$ cat config.mk
export PLATFORM = sky130hd
export DESIGN_NAME = text_lcd_cursor_nibble_writer_core_flat
export DESIGN_NICKNAME = d
export VERILOG_FILES = /design/src/sv/lcdnw_pkg.sv /design/src/sv/lcdnw_in_if.sv /design/src/sv/lcdnw_out_if.sv /design/src/sv/text_lcd_cursor_nibble_writer_core.sv /design/src/flat_wrapper.sv
export VERILOG_INCLUDE_DIRS = /design/src /design/src/sv
export SDC_FILE = /design/constraint.sdc
export NUM_CORES = 1
export LEC_CHECK = 0
export BUFFER_PORTS_ARGS = -buffer_cell sky130_fd_sc_hd__buf_4
export CAP_MARGIN = 10
export CORE_MARGIN = 3
export CORE_UTILIZATION = 51
export CTS_BUF_LIST = sky130_fd_sc_hd__clkbuf_2
export DETAILED_ROUTE_END_ITERATION = 6
export GPL_ROUTABILITY_DRIVEN = 0
export PLACE_DENSITY = 0.76
export SLEW_MARGIN = 40
export SYNTH_ARGS = -nofsm -noshare
export SYNTH_HDL_FRONTEND = slang
export SYNTH_SLANG_ARGS = --single-unit
$ cat constraint.sdc
create_clock -name i_clk -period 3.5 [get_ports i_clk]
set_clock_uncertainty 0.2 [all_clocks]
set_input_delay 0 -clock i_clk [delete_from_list [all_inputs] [get_ports i_clk]]
set_output_delay 0 -clock i_clk [all_outputs]
set_load 0.03 [all_outputs]
$ cat src/sv/text_lcd_cursor_nibble_writer_core_defines.svh
// Assertion helpers for the character display writer.
`ifndef TEXT_LCD_CURSOR_NIBBLE_WRITER_CORE_DEFINES_SVH
`define TEXT_LCD_CURSOR_NIBBLE_WRITER_CORE_DEFINES_SVH

// Same-cycle implication, checked outside reset.
`define LCDNW_ASSERT_IMPL(label, clk, rst_n, ante, cons, msg) \
    label: assert property (@(posedge clk) disable iff (!(rst_n)) (ante) |-> (cons)) \
        else $error(msg);

// Next-cycle implication, checked outside reset.
`define LCDNW_ASSERT_NEXT(label, clk, rst_n, ante, cons, msg) \
    label: assert property (@(posedge clk) disable iff (!(rst_n)) (ante) |=> (cons)) \
        else $error(msg);

`endif

$ cat src/sv/lcdnw_pkg.sv
package lcdnw_pkg;

    // Field widths of the channels.
    localparam int OP_W    = 2;
    localparam int CODE_W  = 8;
    localparam int LINE_W  = 3;
    localparam int COL_W   = 5;
    localparam int NIB_W   = 4;
    localparam int OUTC_W  = 2;
    localparam int ADDR_W  = 7;
    localparam int CFG_IDX_W = 2;

    // Default geometry.
    localparam int DEF_COLUMNS   = 20;
    localparam int DEF_LINES     = 4;
    localparam int DEF_TAB_WIDTH = 4;

    // Reset values of the line base addresses.
    localparam logic [ADDR_W-1:0] BASE_ONE_RST   = 7'd0;
    localparam logic [ADDR_W-1:0] BASE_TWO_RST   = 7'd64;
    localparam logic [ADDR_W-1:0] BASE_THREE_RST = 7'd20;
    localparam logic [ADDR_W-1:0] BASE_FOUR_RST  = 7'd84;

    // Character and command codes.
    localparam logic [CODE_W-1:0] CHAR_TAB     = 8'd9;
    localparam logic [CODE_W-1:0] CHAR_NEWLINE = 8'd10;
    localparam logic [CODE_W-1:0] CHAR_SPACE   = 8'h20;
    localparam logic [CODE_W-1:0] CMD_SET_ADDR = 8'h80;

    typedef enum logic [OP_W-1:0] {
        OP_PRINT  = 2'd0,
        OP_CURSOR = 2'd1,
        OP_RAW    = 2'd2,
        OP_NONE   = 2'd3
    } t_op;

    typedef enum logic [OUTC_W-1:0] {
        OUTC_XFER   = 2'd0,
        OUTC_CLIP   = 2'd1,
        OUTC_REJECT = 2'd2
    } t_outcome;

    typedef enum logic [CFG_IDX_W-1:0] {
        REG_LINE_ONE   = 2'd0,
        REG_LINE_TWO   = 2'd1,
        REG_LINE_THREE = 2'd2,
        REG_LINE_FOUR  = 2'd3
    } t_reg;

endpackage

$ cat src/sv/lcdnw_in_if.sv
interface lcdnw_in_if import lcdnw_pkg::*; ();
    logic              valid;
    logic              ready;
    logic [OP_W-1:0]   operation;
    logic [CODE_W-1:0] char_code;
    logic [LINE_W-1:0] target_line;
    logic [COL_W-1:0]  target_column;

    modport source (output valid, operation, char_code, target_line, target_column,
                    input ready);
    modport sink (input valid, operation, char_code, target_line, target_column,
                  output ready);
endinterface

$ cat src/sv/lcdnw_out_if.sv
interface lcdnw_out_if import lcdnw_pkg::*; ();
    logic              valid;
    logic              ready;
    logic [NIB_W-1:0]  nibble;
    logic              register_select;
    logic [OUTC_W-1:0] outcome;
    logic              last;
    logic [LINE_W-1:0] cursor_line;
    logic [COL_W-1:0]  cursor_column;

    modport source (output valid, nibble, register_select, outcome, last, cursor_line,
                    cursor_column, input ready);
    modport sink (input valid, nibble, register_select, outcome, last, cursor_line,
                  cursor_column, output ready);
endinterface

$ cat src/sv/text_lcd_cursor_nibble_writer_core.sv
// Character display writer for a 4-bit bus. Each input word prints a character, moves
// the cursor to a line and column, or sends a raw instruction byte; every byte leaves
// as two output words, high nibble first, tagged instruction or data, and each output
// word carries the cursor position after its input. Output runs at one word per cycle
// while not stalled, from a single result register: a byte leaves as two words, a tab
// as 2*TAB_WIDTH, a clipped character or rejected cursor request as one status word;
// the next input is taken in the same cycle that the last word of the current one is
// taken. Operation code 3 is accepted and produces nothing. The user must write line
// base addresses via the configuration port only while idle; the block won't check.
`include "text_lcd_cursor_nibble_writer_core_defines.svh"

module text_lcd_cursor_nibble_writer_core import lcdnw_pkg::*; #(
    parameter int COLUMNS   = DEF_COLUMNS,
    parameter int LINES     = DEF_LINES,
    parameter int TAB_WIDTH = DEF_TAB_WIDTH
) (
    input  logic                 i_clk,
    input  logic                 i_rst_n,
    input  logic                 i_cfg_we,
    input  logic [CFG_IDX_W-1:0] i_cfg_idx,
    input  logic [ADDR_W-1:0]    i_cfg_data,
    lcdnw_in_if.sink             i_in,
    lcdnw_out_if.source          o_out
);

    // Column register must hold the parked value and at least the port width.
    localparam int CW = ($clog2(COLUMNS + 2) > COL_W) ? $clog2(COLUMNS + 2) : COL_W;
    localparam int IW = $clog2(2 * TAB_WIDTH);

    localparam logic [CW-1:0]     COL_PARK  = CW'(COLUMNS + 1);
    localparam logic [CW-1:0]     COL_MAX   = CW'(COLUMNS);
    localparam logic [LINE_W-1:0] LINE_MAX  = LINE_W'(LINES);
    localparam logic [IW-1:0]     IDX_BYTE  = IW'(1);
    localparam logic [IW-1:0]     IDX_TAB   = IW'(2 * TAB_WIDTH - 1);

    logic [ADDR_W-1:0] r_base_one, r_base_two, r_base_three, r_base_four;
    logic [LINE_W-1:0] r_line, n_line;
    logic [CW-1:0]     r_col, n_col;

    logic              r_busy;
    logic [IW-1:0]     r_idx;
    logic [IW-1:0]     r_last_idx, n_last_idx;
    logic [CODE_W-1:0] r_byte, n_byte;
    logic              r_rs, n_rs;
    t_outcome          r_outc, n_outc;
    logic              n_load;

    logic              w_accept, w_take, w_last;

    // Cursor request, either from the input or from a newline.
    logic [LINE_W-1:0] w_req_y;
    logic [COL_W-1:0]  w_req_x;
    logic              w_req_line_ok, w_req_col_ok;
    logic [ADDR_W-1:0] w_req_base, w_req_addr;
    logic              w_line_ok;
    logic [CW:0]       w_tab_end;

    // Configuration registers.
    always_ff @(posedge i_clk) begin
        if (!i_rst_n) begin
            r_base_one   <= BASE_ONE_RST;
            r_base_two   <= BASE_TWO_RST;
            r_base_three <= BASE_THREE_RST;
            r_base_four  <= BASE_FOUR_RST;
        end else if (i_cfg_we) begin
            unique case (t_reg'(i_cfg_idx))
                REG_LINE_ONE:   r_base_one   <= i_cfg_data;
                REG_LINE_TWO:   r_base_two   <= i_cfg_data;
                REG_LINE_THREE: r_base_three <= i_cfg_data;
                REG_LINE_FOUR:  r_base_four  <= i_cfg_data;
                default:        r_base_one   <= r_base_one;
            endcase
        end
    end

    // Handshake: a new word may enter while the last result word leaves.
    assign w_last   = (r_idx == r_last_idx);
    assign w_take   = r_busy && o_out.ready;
    assign i_in.ready = !r_busy || (o_out.ready && w_last);
    assign w_accept = i_in.valid && i_in.ready;

    // Cursor request decode and address sum.
    always_comb begin
        if (t_op'(i_in.operation) == OP_CURSOR) begin
            w_req_y = i_in.target_line;
            w_req_x = i_in.target_column;
        end else begin
            w_req_y = r_line + LINE_W'(1);
            w_req_x = COL_W'(1);
        end
        w_req_line_ok = (w_req_y >= LINE_W'(1)) && (w_req_y <= LINE_MAX);
        w_req_col_ok  = (w_req_x != '0) && (CW'(w_req_x) <= COL_MAX);
        case (w_req_y)
            LINE_W'(1): w_req_base = r_base_one;
            LINE_W'(2): w_req_base = r_base_two;
            LINE_W'(3): w_req_base = r_base_three;
            default:    w_req_base = r_base_four;
        endcase
        w_req_addr = w_req_base + ADDR_W'(w_req_x) - ADDR_W'(1);
        w_line_ok  = (r_line <= LINE_MAX);
        w_tab_end  = {1'b0, r_col} + (CW+1)'(TAB_WIDTH);
    end

    // Work out the whole result of one input word.
    always_comb begin
        n_load     = 1'b0;
        n_byte     = '0;
        n_rs       = 1'b0;
        n_outc     = OUTC_XFER;
        n_last_idx = '0;
        n_line     = r_line;
        n_col      = r_col;
        unique case (t_op'(i_in.operation))
            OP_CURSOR, OP_PRINT: begin
                n_load = 1'b1;
                if (t_op'(i_in.operation) == OP_CURSOR || i_in.char_code == CHAR_NEWLINE) begin
                    if (w_req_line_ok && w_req_col_ok) begin
                        n_line     = w_req_y;
                        n_col      = CW'(w_req_x);
                        n_byte     = CMD_SET_ADDR | CODE_W'(w_req_addr);
                        n_last_idx = IDX_BYTE;
                    end else begin
                        n_line = w_req_line_ok ? w_req_y : LINE_MAX;
                        n_col  = COL_PARK;
                        n_outc = OUTC_REJECT;
                    end
                end else if (i_in.char_code == CHAR_TAB) begin
                    if (w_line_ok && (w_tab_end <= (CW+1)'(COLUMNS))) begin
                        n_byte     = CHAR_SPACE;
                        n_rs       = 1'b1;
                        n_last_idx = IDX_TAB;
                        n_col      = w_tab_end[CW-1:0];
                    end else begin
                        n_outc = OUTC_CLIP;
                    end
                end else if (w_line_ok && (r_col <= COL_MAX)) begin
                    n_byte     = i_in.char_code;
                    n_rs       = 1'b1;
                    n_last_idx = IDX_BYTE;
                    n_col      = r_col + CW'(1);
                end else begin
                    n_outc = OUTC_CLIP;
                end
            end
            OP_RAW: begin
                n_load     = 1'b1;
                n_byte     = i_in.char_code;
                n_last_idx = IDX_BYTE;
            end
            OP_NONE: begin
                n_load = 1'b0;
            end
            default: begin
                n_load = 1'b0;
            end
        endcase
    end

    // Cursor state and result register.
    always_ff @(posedge i_clk) begin
        if (!i_rst_n) begin
            r_line <= LINE_W'(1);
            r_col  <= CW'(1);
            r_busy <= 1'b0;
            r_idx  <= '0;
        end else begin
            if (w_accept) begin
                r_line <= n_line;
                r_col  <= n_col;
            end
            if (w_accept) begin
                r_busy <= n_load;
                r_idx  <= '0;
            end else if (w_take) begin
                if (w_last) begin
                    r_busy <= 1'b0;
                end else begin
                    r_idx <= r_idx + IW'(1);
                end
            end
        end
    end

    // Payload of the result register needs no reset.
    always_ff @(posedge i_clk) begin
        if (w_accept && n_load) begin
            r_byte     <= n_byte;
            r_rs       <= n_rs;
            r_outc     <= n_outc;
            r_last_idx <= n_last_idx;
        end
    end

    // Even index sends the high nibble, odd the low one.
    assign o_out.valid           = r_busy;
    assign o_out.nibble          = r_idx[0] ? r_byte[NIB_W-1:0] : r_byte[CODE_W-1:NIB_W];
    assign o_out.register_select = r_rs;
    assign o_out.outcome         = r_outc;
    assign o_out.last            = w_last;
    assign o_out.cursor_line     = r_line;
    assign o_out.cursor_column   = r_col[COL_W-1:0];

    // A word in the middle of its item keeps the output valid.
    `LCDNW_ASSERT_NEXT(a_hold_mid_item, i_clk, i_rst_n, o_out.valid && o_out.ready && !o_out.last, o_out.valid, "result sequence cut short")
    // A new word is taken over a busy output only as its last result leaves.
    `LCDNW_ASSERT_IMPL(a_no_overwrite, i_clk, i_rst_n, w_accept && r_busy, o_out.ready && o_out.last, "result overwritten")
    // Status reports are single, empty words.
    `LCDNW_ASSERT_IMPL(a_status_single, i_clk, i_rst_n, o_out.valid && (o_out.outcome != OUTC_XFER), o_out.last && (o_out.nibble == '0) && !o_out.register_select, "bad status word")
    // The column stays within the parked value and the line within 1 to LINES.
    `LCDNW_ASSERT_IMPL(a_col_range, i_clk, i_rst_n, o_out.valid, (r_col <= COL_PARK) && (r_line <= LINE_MAX) && (r_line != '0), "cursor out of range")

endmodule

$ cat src/flat_wrapper.sv
// flat-port wrapper written by rule: the top's interface ports become plain ports
module text_lcd_cursor_nibble_writer_core_flat import lcdnw_pkg::*;
#(
    parameter int COLUMNS   = DEF_COLUMNS,
    parameter int LINES     = DEF_LINES,
    parameter int TAB_WIDTH = DEF_TAB_WIDTH
)
  (i_clk, i_rst_n, i_cfg_we, i_cfg_idx, i_cfg_data, i_in_valid, i_in_operation, i_in_char_code, i_in_target_line, i_in_target_column, i_in_ready, o_out_valid, o_out_nibble, o_out_register_select, o_out_outcome, o_out_last, o_out_cursor_line, o_out_cursor_column, o_out_ready);
  lcdnw_in_if i_in_i ();
  lcdnw_out_if o_out_i ();
  input  logic i_clk;
  input  logic i_rst_n;
  input  logic i_cfg_we;
  input  logic [CFG_IDX_W-1:0] i_cfg_idx;
  input  logic [ADDR_W-1:0] i_cfg_data;
  input wire logic [$bits(i_in_i.valid)-1:0] i_in_valid;
  input wire logic [$bits(i_in_i.operation)-1:0] i_in_operation;
  input wire logic [$bits(i_in_i.char_code)-1:0] i_in_char_code;
  input wire logic [$bits(i_in_i.target_line)-1:0] i_in_target_line;
  input wire logic [$bits(i_in_i.target_column)-1:0] i_in_target_column;
  output wire logic [$bits(i_in_i.ready)-1:0] i_in_ready;
  output wire logic [$bits(o_out_i.valid)-1:0] o_out_valid;
  output wire logic [$bits(o_out_i.nibble)-1:0] o_out_nibble;
  output wire logic [$bits(o_out_i.register_select)-1:0] o_out_register_select;
  output wire logic [$bits(o_out_i.outcome)-1:0] o_out_outcome;
  output wire logic [$bits(o_out_i.last)-1:0] o_out_last;
  output wire logic [$bits(o_out_i.cursor_line)-1:0] o_out_cursor_line;
  output wire logic [$bits(o_out_i.cursor_column)-1:0] o_out_cursor_column;
  input wire logic [$bits(o_out_i.ready)-1:0] o_out_ready;
  assign i_in_i.valid = i_in_valid;
  assign i_in_i.operation = i_in_operation;
  assign i_in_i.char_code = i_in_char_code;
  assign i_in_i.target_line = i_in_target_line;
  assign i_in_i.target_column = i_in_target_column;
  assign i_in_ready = i_in_i.ready;
  assign o_out_valid = o_out_i.valid;
  assign o_out_nibble = o_out_i.nibble;
  assign o_out_register_select = o_out_i.register_select;
  assign o_out_outcome = o_out_i.outcome;
  assign o_out_last = o_out_i.last;
  assign o_out_cursor_line = o_out_i.cursor_line;
  assign o_out_cursor_column = o_out_i.cursor_column;
  assign o_out_i.ready = o_out_ready;
  text_lcd_cursor_nibble_writer_core #(.COLUMNS(COLUMNS), .LINES(LINES), .TAB_WIDTH(TAB_WIDTH)) u_core (.i_clk(i_clk), .i_rst_n(i_rst_n), .i_cfg_we(i_cfg_we), .i_cfg_idx(i_cfg_idx), .i_cfg_data(i_cfg_data), .i_in(i_in_i), .o_out(o_out_i));
endmodule
==> summary.md, run 1 <==
| Metric | Value |
|---|---|
| Failing checks | `negative hold slack` |
| Final wirelength | `8.48 mm` |
| CTS tree | `built` |
| Ant diodes | `0` |
| Max Cap Viol | `0` |
| Sw Ratio | `31.5%` |
| Worst Path Required | `3.52 ns` |
| Placed inst area | `0.00369 mm2` |
| Number of fill cells | `453` |
| Die area | `0.00727 mm2` |
| R2r setup slk | `0.13 ns` |
| Crit path time final | `3.37 ns` |
| Max_slew headroom | `59.1%` |
| Cell Count, Final, Fillers Out | `553` |
| Crit path cell chain | `buf_4, ha_1, xnor2_1, buf_4, a31oi_4, a22oi_1, ha_1, inv_1, ha_1, inv_1, fa_2, inv_1, a21o_1, a21oi_2, xor2_1, o22ai_1` |
| Status | `finished, violations left` |
| Worst slew pin tran | `0.613 ns` |
| Sink Count | `53` |
| Port buffer count | `49` |
| Post-synthesis async set-or-reset flop share | `0%` |
| Core area | `0.00599 mm2` |
| Grt ovf | `0` |
| Setup crit end | `u_core.r_byte[5]` |
| First drt pass iteration count | `4` |
| Nets | `528` |
| Pwr/cell area | `336 mW/mm2` |
| Drc violations | `0` |
| Total CTS buffers | `5` |
| Vias in the first global route | `3,039` |
| Worst setup startpoint | `u_core.o_out.cursor_line[0]` |
| Die X-Extent | `85.3 um` |
| Commonest non-fill, non-tap cell in the layout | `nand2_1` |
| Post-DP HPWL | `5.83 mm` |
| I/O pins | `50` |
| Area grow syn2layout | `35.5%` |
| Post-Synthesis Cells | `371` |
| Syn Nets | `422` |
| Highest-delay cell along the critical path | `dfxtp_4` |
| Critical Path Max Stage Delay | `0.41 ns` |
| Syn avg cell area | `8.63 um2` |
| Final Hold Slack | `-0.00430 ns` |
| Initial antenna violation count | `0` |
| Skew-Pair Late Insertion Delay | `0.45 ns` |
| Seq pwr share | `47.0%` |
| Distinct cells, synth | `53` |
| Final Cycle Share | `96.4%` |
| Largest net degree at the start of global routing | `25` |
| H-Tree Depth | `2` |
| Commonest non-fill, non-tap cells in the layout | `nand2_1 (62), buf_4 (59), dlygate4sd3_1 (51)` |
| Worst VDD drop | `267 uV` |
| Mapped Area | `0.00320 mm2` |
| Crit. path cell count | `16` |
| Post-synthesis register bit count | `53` |
| Layout cells sized above 1 | `18.8%` |
| Root Buffer | `clkbuf_2` |
| Int Pwr | `999 uW` |
| Worst r2r path cells | `16` |
| Sw power | `459 uW` |
| HP Class | `input pin to flip-flop` |
| Dpl cells | `491` |
| Critical Path Sink Type | `flip-flop` |
| Critical path class | `flip-flop to flip-flop` |
| Finish-stage setup viols | `0` |
| Worst R2R Start | `u_core.o_out.cursor_line[0]` |
| Arrival time at the worst endpoint | `3.39 ns` |
| Global-route wire length before repair | `13.9 mm` |
| Routed WL per cell | `15.3 um` |
| Reg clk slew, reported paths | `0.27 ns` |
| Max Slew Vio Count | `0` |
| Ys Warns | `0` |
| Post-route cell area | `0.00434 mm2` |
| Vias/cell | `5.49` |
| Worst path bufs/invs | `5` |
| Dominant synthesized flop cell | `dfxtp_1` |
| Combinational Power Share | `31.1%` |
| Startpoint types | `flip-flop` |
| Via count | `3,034` |
| P_leak | `1.85 nW` |
| Antenna Violating Nets Remaining | `0` |
| 1st-iter DRT viols | `135` |
| Critical path peak fanout | `9` |
| Clk pwr share | `21.9%` |
| Post-synth EDFFs | `13` |
| CTS max path bufs | `2` |
| Tot GR Track Use | `23.5%` |
| Num rows | `28` |
| Highest Clock Rate | `296 MHz` |
| Final hold vios | `1` |
| Largest delay contributor family on the critical path | `adder cells` |
| Starting Density | `53.5%` |
| Reg-to-reg critical path endpoint | `u_core.r_byte[5]` |
| Seq/Total Area, Yosys | `37.2%` |
| Die Y-Extent | `85.3 um` |
==> layer usage <==
layer,GRT usage [%],up-vias,part of all wire [%]
li1,-,1514,-
met1,28.2,1411,42
met2,42.7,95,52
met3,4.08,14,4.6
met4,6.47,0,1.5
met5,0,-,0
==> area by class of cell <==
cell class | count | area, um2 | area share (%)
clock inverter | 2 | 33.8 | 0.778
inverter | 25 | 93.8 | 2.16
multi-input combinational | 281 | 1930 | 44.5
sequential | 53 | 1190 | 27.5
clock buffer | 6 | 30.0 | 0.692
timing repair buffer | 111 | 965 | 22.2
tap | 75 | 93.8 | 2.16
==> metrics by stage <==
step                utilization, %  setup slack (ns)  TNS [ns]  power (mW)
finish                        72.5             0.127         0        1.46
global route                  72.5           -0.0509   -0.0509        1.53
floorplan                        -            0.0258         0       0.948
global placement              61.7            0.0789         0        1.07
CTS                           71.5            0.0476         0        1.42
detailed placement            61.7           -0.0178   -0.0263        1.07
==> how the worst min path moves through the flow <==
stage                              startpoint                           to  cells past startpoint
after floorplan                 i_cfg_data[2]        u_core.r_base_four[2]                      2
after global placement          i_cfg_data[4]       u_core.r_base_three[4]                      3
after detailed placement        i_cfg_data[2]       u_core.r_base_three[2]                      3
after global routing      i_in_target_line[1]  u_core.o_out.cursor_line[1]                      6
after CTS                 i_in_target_line[1]  u_core.o_out.cursor_line[1]                      6
final                     i_in_target_line[1]  u_core.o_out.cursor_line[1]                      6
==> power by group through the flow <==
| stage | registers, mW | logic [mW] | clock network [mW] |
|---|---|---|---|
| floorplan | 0.709 | 0.239 | 0 |
| global placement | 0.695 | 0.370 | 0 |
| detailed placement | 0.697 | 0.378 | 0 |
| CTS | 0.684 | 0.426 | 0.311 |
| global route | 0.690 | 0.500 | 0.343 |
| finish | 0.685 | 0.453 | 0.319 |
==> flip-flops by register name (all words and copies together), names as in the netlist, 2 cells and up <==
name and cells:
u_core.r_idx 3, u_core.r_byte 8, u_core.o_out.outcome 2, u_core.r_base_two 7, u_core.r_base_four 7, u_core.r_base_one 7
u_core.r_base_three 7, u_core.o_out.cursor_line 3, u_core.r_last_idx 2, u_core.o_out.cursor_column 5
==> cells by family (layout without fill, tap and decap cells) <==
family	after synthesis	after routing	synth area share (%)
AOI/OAI and AO/OA	79	79	16.6
xor gates and xnor gates	12	12	3.28
adders and majority gates	19	19	7.66
buffers and inverters	37	144	4.45
DFF	53	53	37.2
muxes	28	28	9.34
and+or+nand+nor	143	143	21.5
==> what timing repair did <==
item                                    4_1_cts  5_1_grt
hold buffers                                 51        0
buffers inserted                              2        1
pin swaps                                     0        1
endpoints found under the hold margin        53        0
gates resized for setup                       0       13
endpoints found under the setup margin        2        3
==> synth_stat cells, drive strengths merged (6+ instances only) <==
| cell | number | area share, % |
|---|---|---|
| nand2b | 6 | 1.2 |
| o21ai | 22 | 3.4 |
| nand2 | 62 | 7.3 |
| nand3 | 10 | 1.6 |
| nor2b | 8 | 1.6 |
| a21boi | 7 | 1.6 |
| a21oi | 14 | 2.2 |
| nor2 | 30 | 3.5 |
| mux2i | 23 | 7.6 |
| a21o | 7 | 1.6 |
| inv | 25 | 2.9 |
| dfxtp | 40 | 25 |
| edfxtp | 13 | 12 |
| xnor2 | 8 | 2.2 |
| ha | 18 | 7.0 |
| clkbuf | 10 | 1.2 |
==> worst reg2reg max path: stages (launching register included) <==
cell	delay, ns
dfxtp_4	0.41
buf_4	0.16
ha_1	0.20
xnor2_1	0.19
buf_4	0.17
a31oi_4	0.11
a22oi_1	0.23
ha_1	0.26
inv_1	0.07
ha_1	0.16
inv_1	0.07
fa_2	0.40
inv_1	0.07
a21o_1	0.12
a21oi_2	0.06
xor2_1	0.17
o22ai_1	0.10
(Power assumes the default switching activity.)
==> run 2: changes to the inputs <==
--- a/config.mk
+++ b/config.mk
@@ -6,14 +6,16 @@
 export SDC_FILE = /design/constraint.sdc
 export NUM_CORES = 1
 export LEC_CHECK = 0
+export ABC_AREA = 1
 export BUFFER_PORTS_ARGS = -buffer_cell sky130_fd_sc_hd__buf_4
-export CAP_MARGIN = 10
+export CAP_MARGIN = 25
 export CORE_MARGIN = 3
 export CORE_UTILIZATION = 51
 export CTS_BUF_LIST = sky130_fd_sc_hd__clkbuf_2
 export DETAILED_ROUTE_END_ITERATION = 6
 export GPL_ROUTABILITY_DRIVEN = 0
 export PLACE_DENSITY = 0.76
+export SETUP_SLACK_MARGIN = 0.5
 export SLEW_MARGIN = 40
 export SYNTH_ARGS = -nofsm -noshare
 export SYNTH_HDL_FRONTEND = slang
==> run 2 against run 1 <==
The run now ends clean. Hold slack improved by 0.033 ns. Sequential share of layout area decreased by 2.3 points. Power is 19% higher. Sequential power up 1%. Largest cell class unchanged. Highest routed layer unchanged.
==> summary.md, run 2 <==
| Metric | Value |
|---|---|
| Post-synthesis register bit count | `53` |
| Starting Density | `53.6%` |
| Die Y-Extent | `85.8 um` |
| Sink Count | `53` |
| Routed WL per cell | `15.6 um` |
| Synth top area share | `24.7%` |
| Syn Nets | `496` |
| Critical path class | `flip-flop to flip-flop` |
| Port buffer count | `49` |
| Critical Path Max Stage Delay | `0.46 ns` |
| Pwr/cell area | `366 mW/mm2` |
| RSZ-0062 raised after global routing | `yes` |
| First drt pass iteration count | `5` |
| Most flops, register | `u_core.r_byte` |
| Grt ovf | `0` |
| Setup WS post-layout | `0.273 ns` |
| Skew-Pair Late Insertion Delay | `0.46 ns` |
| Die area | `0.00736 mm2` |
| Antenna Violating Nets Remaining | `0` |
| Dpl cells | `564` |
| Pre-CTS worst setup slack | `0.158 ns` |
| Sequential standard cell area | `0.00120 mm2` |
| Final wirelength | `10.1 mm` |
| Largest register FFs | `8` |
| Final Cycle Share | `92.2%` |
| Area contributors post-synth | `dfxtp_1 (25%), edfxtp_1 (12%), nand2_1 (10%)` |
| Dominant synthesized flop cell | `dfxtp_1` |
| Via count | `3,560` |
| Ant diodes | `0` |
| Max_slew headroom | `64.6%` |
| Largest net degree at the start of global routing | `35` |
| H-Tree Depth | `2` |
| Area of the multi-input gates | `0.00198 mm2` |
| Commonest non-fill, non-tap cell in the layout | `nand2_1` |
| Worst path bufs/invs | `5` |
| Worst Path Required | `3.57 ns` |
| Drc violations | `0` |
| Top post-synthesis cells by count | `nand2_1 (90), inv_1 (59), nor2_1 (58), dfxtp_1 (40), o21ai_0 (39)` |
| Number of fill cells | `397` |
| Worst VDD drop | `237 uV` |
| Startpoint types | `flip-flop` |
| Power, Total | `1.74 mW` |
| Cell Count, Final, Fillers Out | `648` |
| Initial antenna violation count | `0` |
| Arrival time at the worst endpoint | `3.30 ns` |
| CTS max path bufs | `2` |
| Commonest non-fill, non-tap cells in the layout | `nand2_1 (78), buf_4 (66), dlygate4sd3_1 (58)` |
| Reg clk slew, reported paths | `0.29 ns` |
| Highest Clock Rate | `310 MHz` |
| Num rows | `28` |
| Global-route wire length before repair | `15.4 mm` |
| Status | `finished clean` |
| Nets | `623` |
| Layout cells sized above 1 | `26.5%` |
| Finish-stage setup viols | `0` |
| Die X-Extent | `85.8 um` |
| Largest delay contributor family on the critical path | `adder cells` |
| Crit path time final | `3.23 ns` |
| Final hold vios | `0` |
| 1st-iter DRT viols | `279` |
| Area grow syn2layout | `46.5%` |
| Root Buffer | `clkbuf_2` |
| Post-synthesis async set-or-reset flop share | `0%` |
| Seq/Total Area, Yosys | `36.7%` |
| Max Cap Viol | `0` |
| Vias in the first global route | `3,321` |
| Critical path peak fanout | `5` |
| Setup_tns | `0 ns` |
| Mapped Area | `0.00325 mm2` |
| Distinct cells, synth | `43` |
| Most numerous cell in the Yosys netlist | `nand2_1` |
| I/O pins | `50` |
| Core area | `0.00606 mm2` |
| Ys Warns | `0` |
| Area leader, netlist | `dfxtp_1` |
| Vias/cell | `5.49` |
| Crit path cell chain | `ha_4, inv_2, nand2_2, nand2_2, a21oi_4, buf_12, nand2_4, inv_4, nand2_1, nand2_1, o22ai_2, ha_1, inv_1, ha_2, inv_2, fa_2, o221ai_4, a21oi_2, o211ai_1, nand3_1` |
| Total CTS buffers | `5` |
| Post-DP HPWL | `6.09 mm` |
| HP Class | `input pin to flip-flop` |
| CTS tree | `built` |
| Post-Synthesis Cells | `445` |
| Post-synth EDFFs | `13` |
| Syn avg cell area | `7.30 um2` |
| Tot GR Track Use | `26.0%` |
| Highest-delay cell along the critical path | `dfxtp_4` |
| Max Slew Vio Count | `0` |
| Critical Path Sink Type | `flip-flop` |
| P_leak | `2.21 nW` |
| Worst slew pin tran | `0.527 ns` |
-- run 2: cell count changes after synthesis, sizes merged, moves of 8 or more --
cell   previous run  this run
inv              25        63
o21ai            22        44
nand2            62        95
a21oi            14        26
nand3            10        35
nor2b             8         0
mux2i            23         0
nor2             30        64
-- run 2: final cells by class --
type | instances | area share (%)
Multi-Input combinational cell | 320 | 41.6
Timing Repair Buffer | 127 | 23.8
Inverter | 65 | 5.55
Clock buffer | 5 | 0.526
Clock inverter | 3 | 1.37
Tap cell | 75 | 1.97
Sequential cell | 53 | 25.2
-- run 2: worst paths after layout --
kind,slack (ns),cells past startpoint,to,from
max,0.27,20,u_core.r_byte[5],u_core.o_out.cursor_line[1]
min,0.03,6,u_core.o_out.cursor_column[3],i_in_operation[1]
max reg2reg,0.27,20,u_core.r_byte[5],u_core.o_out.cursor_line[1]
min reg2reg,0.28,2,u_core.r_base_three[3],u_core.r_base_three[3]
-- run 2: worst reg2reg max path: cells and delay by family, from the launching register on --
family / cells / cell delay [ns]
adder cells (fa/ha/maj): 4 / 0.99
AO/OA/AOI/OAI: 5 / 0.67
buffers and inverters: 5 / 0.38
flip-flops: 1 / 0.46
AND/OR/NAND/NOR: 6 / 0.37
-- run 2: logic make-up (layout without fill, tap and decap cells) --
family                     count (synthesis)  after routing  synth area share, %
buffers and inverters                     72            200                 9.09
muxes                                      4              4                 1.39
xor gates and xnor gates                   7              7                 2.12
adders and majority gates                 19             19                 7.55
and+or+nand+nor                          206            206                 28.1
AOI/OAI and AO/OA                         84             84                 15.1
DFF                                       53             53                 36.7
-- run 2: repair_timing --
item,in CTS,in global routing
buffers inserted,8,9
setup endpoints to repair,5,5
resized for setup,16,34
endpoints found under the hold margin,66,1
hold buffers,56,2
gates cloned,0,1
pin swaps,14,29
-- run 2: stage by stage --
stage          util [%]  hold WS [ns]  area, um2
2_1_floorplan         -       -0.0737       3300
3_3_place_gp       61.6        0.0444       3730
3_5_place_dp       61.6        0.0440       3730
4_1_cts            74.3      0.000804       4510
5_1_grt            78.5       0.00606       4760
6_report           78.5        0.0286       4760
-- run 2: report_power, final --
group,leakage [nW],switching (mW),internal [mW]
registers,0.454,0.0252,0.670
clock network,0.0529,0.206,0.191
logic,1.70,0.361,0.289
-- run 2: metal layers --
| layer | up-vias | track usage [%] | wire [um] |
|---|---|---|---|
| li1 | 1709 | - | - |
| met1 | 1619 | 30.1 | 3980 |
| met2 | 187 | 47.9 | 5170 |
| met3 | 45 | 4.23 | 598 |
| met4 | 0 | 9.35 | 365 |
| met5 | - | 0 | 0 |
==> run 3: changes to the inputs <==
--- a/config.mk
+++ b/config.mk
@@ -10,11 +10,11 @@
 export BUFFER_PORTS_ARGS = -buffer_cell sky130_fd_sc_hd__buf_4
 export CAP_MARGIN = 25
 export CORE_MARGIN = 3
-export CORE_UTILIZATION = 51
+export CORE_UTILIZATION = 53
 export CTS_BUF_LIST = sky130_fd_sc_hd__clkbuf_2
 export DETAILED_ROUTE_END_ITERATION = 6
 export GPL_ROUTABILITY_DRIVEN = 0
-export PLACE_DENSITY = 0.76
+export PLACE_DENSITY = 0.78
 export SETUP_SLACK_MARGIN = 0.5
 export SLEW_MARGIN = 40
 export SYNTH_ARGS = -nofsm -noshare
==> run 3 against run 2 <==
Maximum frequency fell by 1.2%. Largest power group unchanged. Design area is 1.8% lower. Via count increased by 2.7%. Cell count decreased by 0.77%. Global-route usage rose by 2.9 points. Register-to-register slack worse by 0.04 ns. Sequential cell count did not move. Routed wire length increased by 1.9%. Power down 7.9%. Core utilization grew 3.3 points. Critical endpoint unchanged. Clock power shrank 30%. Setup slack worse by 0.039 ns.
==> summary.md, run 3 (synthesis gave the netlist of run 2 again) <==
| Metric | Value |
|---|---|
| Met1 Use GR | `33.5%` |
| Global-route wire length before repair | `16.8 mm` |
| Post-DP HPWL | `6.36 mm` |
| Most used routing layer | `met2` |
| Area grow syn2layout | `43.8%` |
| CTS max path bufs | `2` |
| Pwr/cell area | `343 mW/mm2` |
| Nets | `621` |
| Startpoint types | `flip-flop` |
| Die Y-Extent | `84.3 um` |
| Commonest non-fill, non-tap cell in the layout | `nand2_1` |
| Vias in the first global route | `3,601` |
| H-Tree Depth | `2` |
| Sink Count | `53` |
| Max_slew headroom | `60.0%` |
| Root Buffer | `clkbuf_2` |
| Int Pwr | `1.01 mW` |
| Dpl cells | `560` |
| P_leak | `2.20 nW` |
| Sw power | `598 uW` |
| Commonest non-fill, non-tap cells in the layout | `nand2_1 (77), buf_4 (62), dlygate4sd3_1 (59)` |
| Critical path peak fanout | `5` |
| Antenna Violating Nets Remaining | `0` |
| Critical Path Max Stage Delay | `0.43 ns` |
| Highest-delay cell along the critical path | `dfxtp_4` |
| I/O pins | `50` |
| Finish-stage setup viols | `0` |
| GR Layer Usage met2 | `51.6%` |
| Die area | `0.00710 mm2` |
| Max Slew Vio Count | `0` |
| Starting Density | `56.9%` |
| Largest net degree at the start of global routing | `35` |
| Hold path depth | `4` |
| Setup_tns | `0 ns` |
| Num rows | `27` |
| Final Cycle Share | `93.3%` |
| Die X-Extent | `84.3 um` |
| Critical Path Sink Type | `flip-flop` |
| Clk pwr share | `17.4%` |
| Total CTS buffers | `5` |
| Final hold vios | `0` |
| Status | `finished clean` |
| Tot GR Track Use | `28.8%` |
| RSZ-0062 raised after global routing | `yes` |
| Sw Ratio | `37.3%` |
| Cell Count, Final, Fillers Out | `643` |
| Critical path class | `flip-flop to flip-flop` |
| First drt pass iteration count | `6` |
| 1st-iter DRT viols | `259` |
| Via count | `3,655` |
| Met3 GRT Util | `4.42%` |
| Highest Clock Rate | `306 MHz` |
| Placed inst area | `0.00372 mm2` |
| Core area | `0.00571 mm2` |
| Post-route cell area | `0.00467 mm2` |
| HP Class | `input pin to flip-flop` |
| Ant diodes | `0` |
| Crit path time final | `3.27 ns` |
| Worst slew pin tran | `0.600 ns` |
| Port buffer count | `49` |
| Number of fill cells | `359` |
| Combinational Power Share | `39.3%` |
| Crit path cell chain | `buf_6, ha_4, inv_2, nand2_2, nand2_2, a21oi_4, buf_12, nand2_4, o21ai_0, a211oi_2, ha_1, inv_1, ha_2, inv_2, fa_2, o221ai_2, a21oi_1, o211ai_1, nand3_1` |
| Worst Path Required | `3.57 ns` |
| Skew-Pair Late Insertion Delay | `0.46 ns` |
| Vias/cell | `5.68` |
| Seq pwr share | `43.3%` |
| Routed WL per cell | `16.0 um` |
| Layout cells sized above 1 | `24.9%` |
| Reg clk slew, reported paths | `0.31 ns` |
| Max Cap Viol | `0` |
| Most flops, register | `u_core.r_byte` |
| Arrival time at the worst endpoint | `3.34 ns` |
| Final wirelength | `10.3 mm` |
| Worst VDD drop | `201 uV` |
| Worst r2r path cells | `19` |
| Largest register FFs | `8` |
| Drc violations | `0` |
| Grt ovf | `0` |
| CTS tree | `built` |
| Initial antenna violation count | `0` |
[run 3: power groups by stage]
stage | clock network [mW] | registers, mW | logic [mW]
2_1_floorplan | 0 | 0.715 | 0.312
3_3_place_gp | 0 | 0.703 | 0.440
3_5_place_dp | 0 | 0.705 | 0.457
4_1_cts | 0.274 | 0.693 | 0.562
5_1_grt | 0.299 | 0.700 | 0.683
6_report | 0.279 | 0.695 | 0.630
[run 3: stage by stage]
| step | setup WS (ns) | util, % | hold WS (ns) | power (mW) |
|---|---|---|---|---|
| after floorplan | 0.381 | - | -0.0737 | 1.03 |
| after global placement | 0.288 | 65.2 | 0.0422 | 1.14 |
| after detailed placement | 0.130 | 65.2 | 0.0453 | 1.16 |
| after CTS | 0.278 | 80.1 | 0.0711 | 1.53 |
| after global routing | 0.108 | 81.8 | 0.0813 | 1.68 |
| final | 0.234 | 81.8 | 0.0821 | 1.60 |
[run 3: cell type report]
cell class	instances	area, um2	area share [%]
inverter	65	262	5.60
tap	72	90.1	1.93
multi-input combinational	320	1940	41.4
sequential	53	1200	25.7
timing repair buffer	125	1130	24.2
clock inverter	3	26.3	0.563
clock buffer	5	25.0	0.536
[run 3: routing by layer]
layer  up-vias  share of wire, %
met5         -                 0
met4         0               5.0
met3        53               7.5
met2       219                50
met1      1680                37
li1       1703                 -
[run 3: critical path, delay by kind of cell, from the launching register on]
kind | cells | cell delay (ns)
AOI/OAI and AO/OA | 6 | 0.91
adders and majority gates | 4 | 0.87
buffers and inverters | 5 | 0.40
DFF | 1 | 0.43
and+or+nand+nor | 4 | 0.28
[run 3: path summary, 6_finish.rpt]
path                            end  slack, ns                   startpoint
max                u_core.r_byte[5]       0.23  u_core.o_out.cursor_line[0]
min          u_core.r_base_three[2]       0.08                i_cfg_data[2]
max reg2reg        u_core.r_byte[5]       0.23  u_core.o_out.cursor_line[0]
min reg2reg  u_core.r_base_three[0]       0.28       u_core.r_base_three[0]
[run 3: repair_timing]
action | CTS | global route
setup buffers | 9 | 5
cloned | 1 | 0
hold buffers | 60 | 0
hold endpoints to repair | 66 | 0
resized for setup | 25 | 19
pin swaps | 17 | 15
setup endpoints to repair | 5 | 17
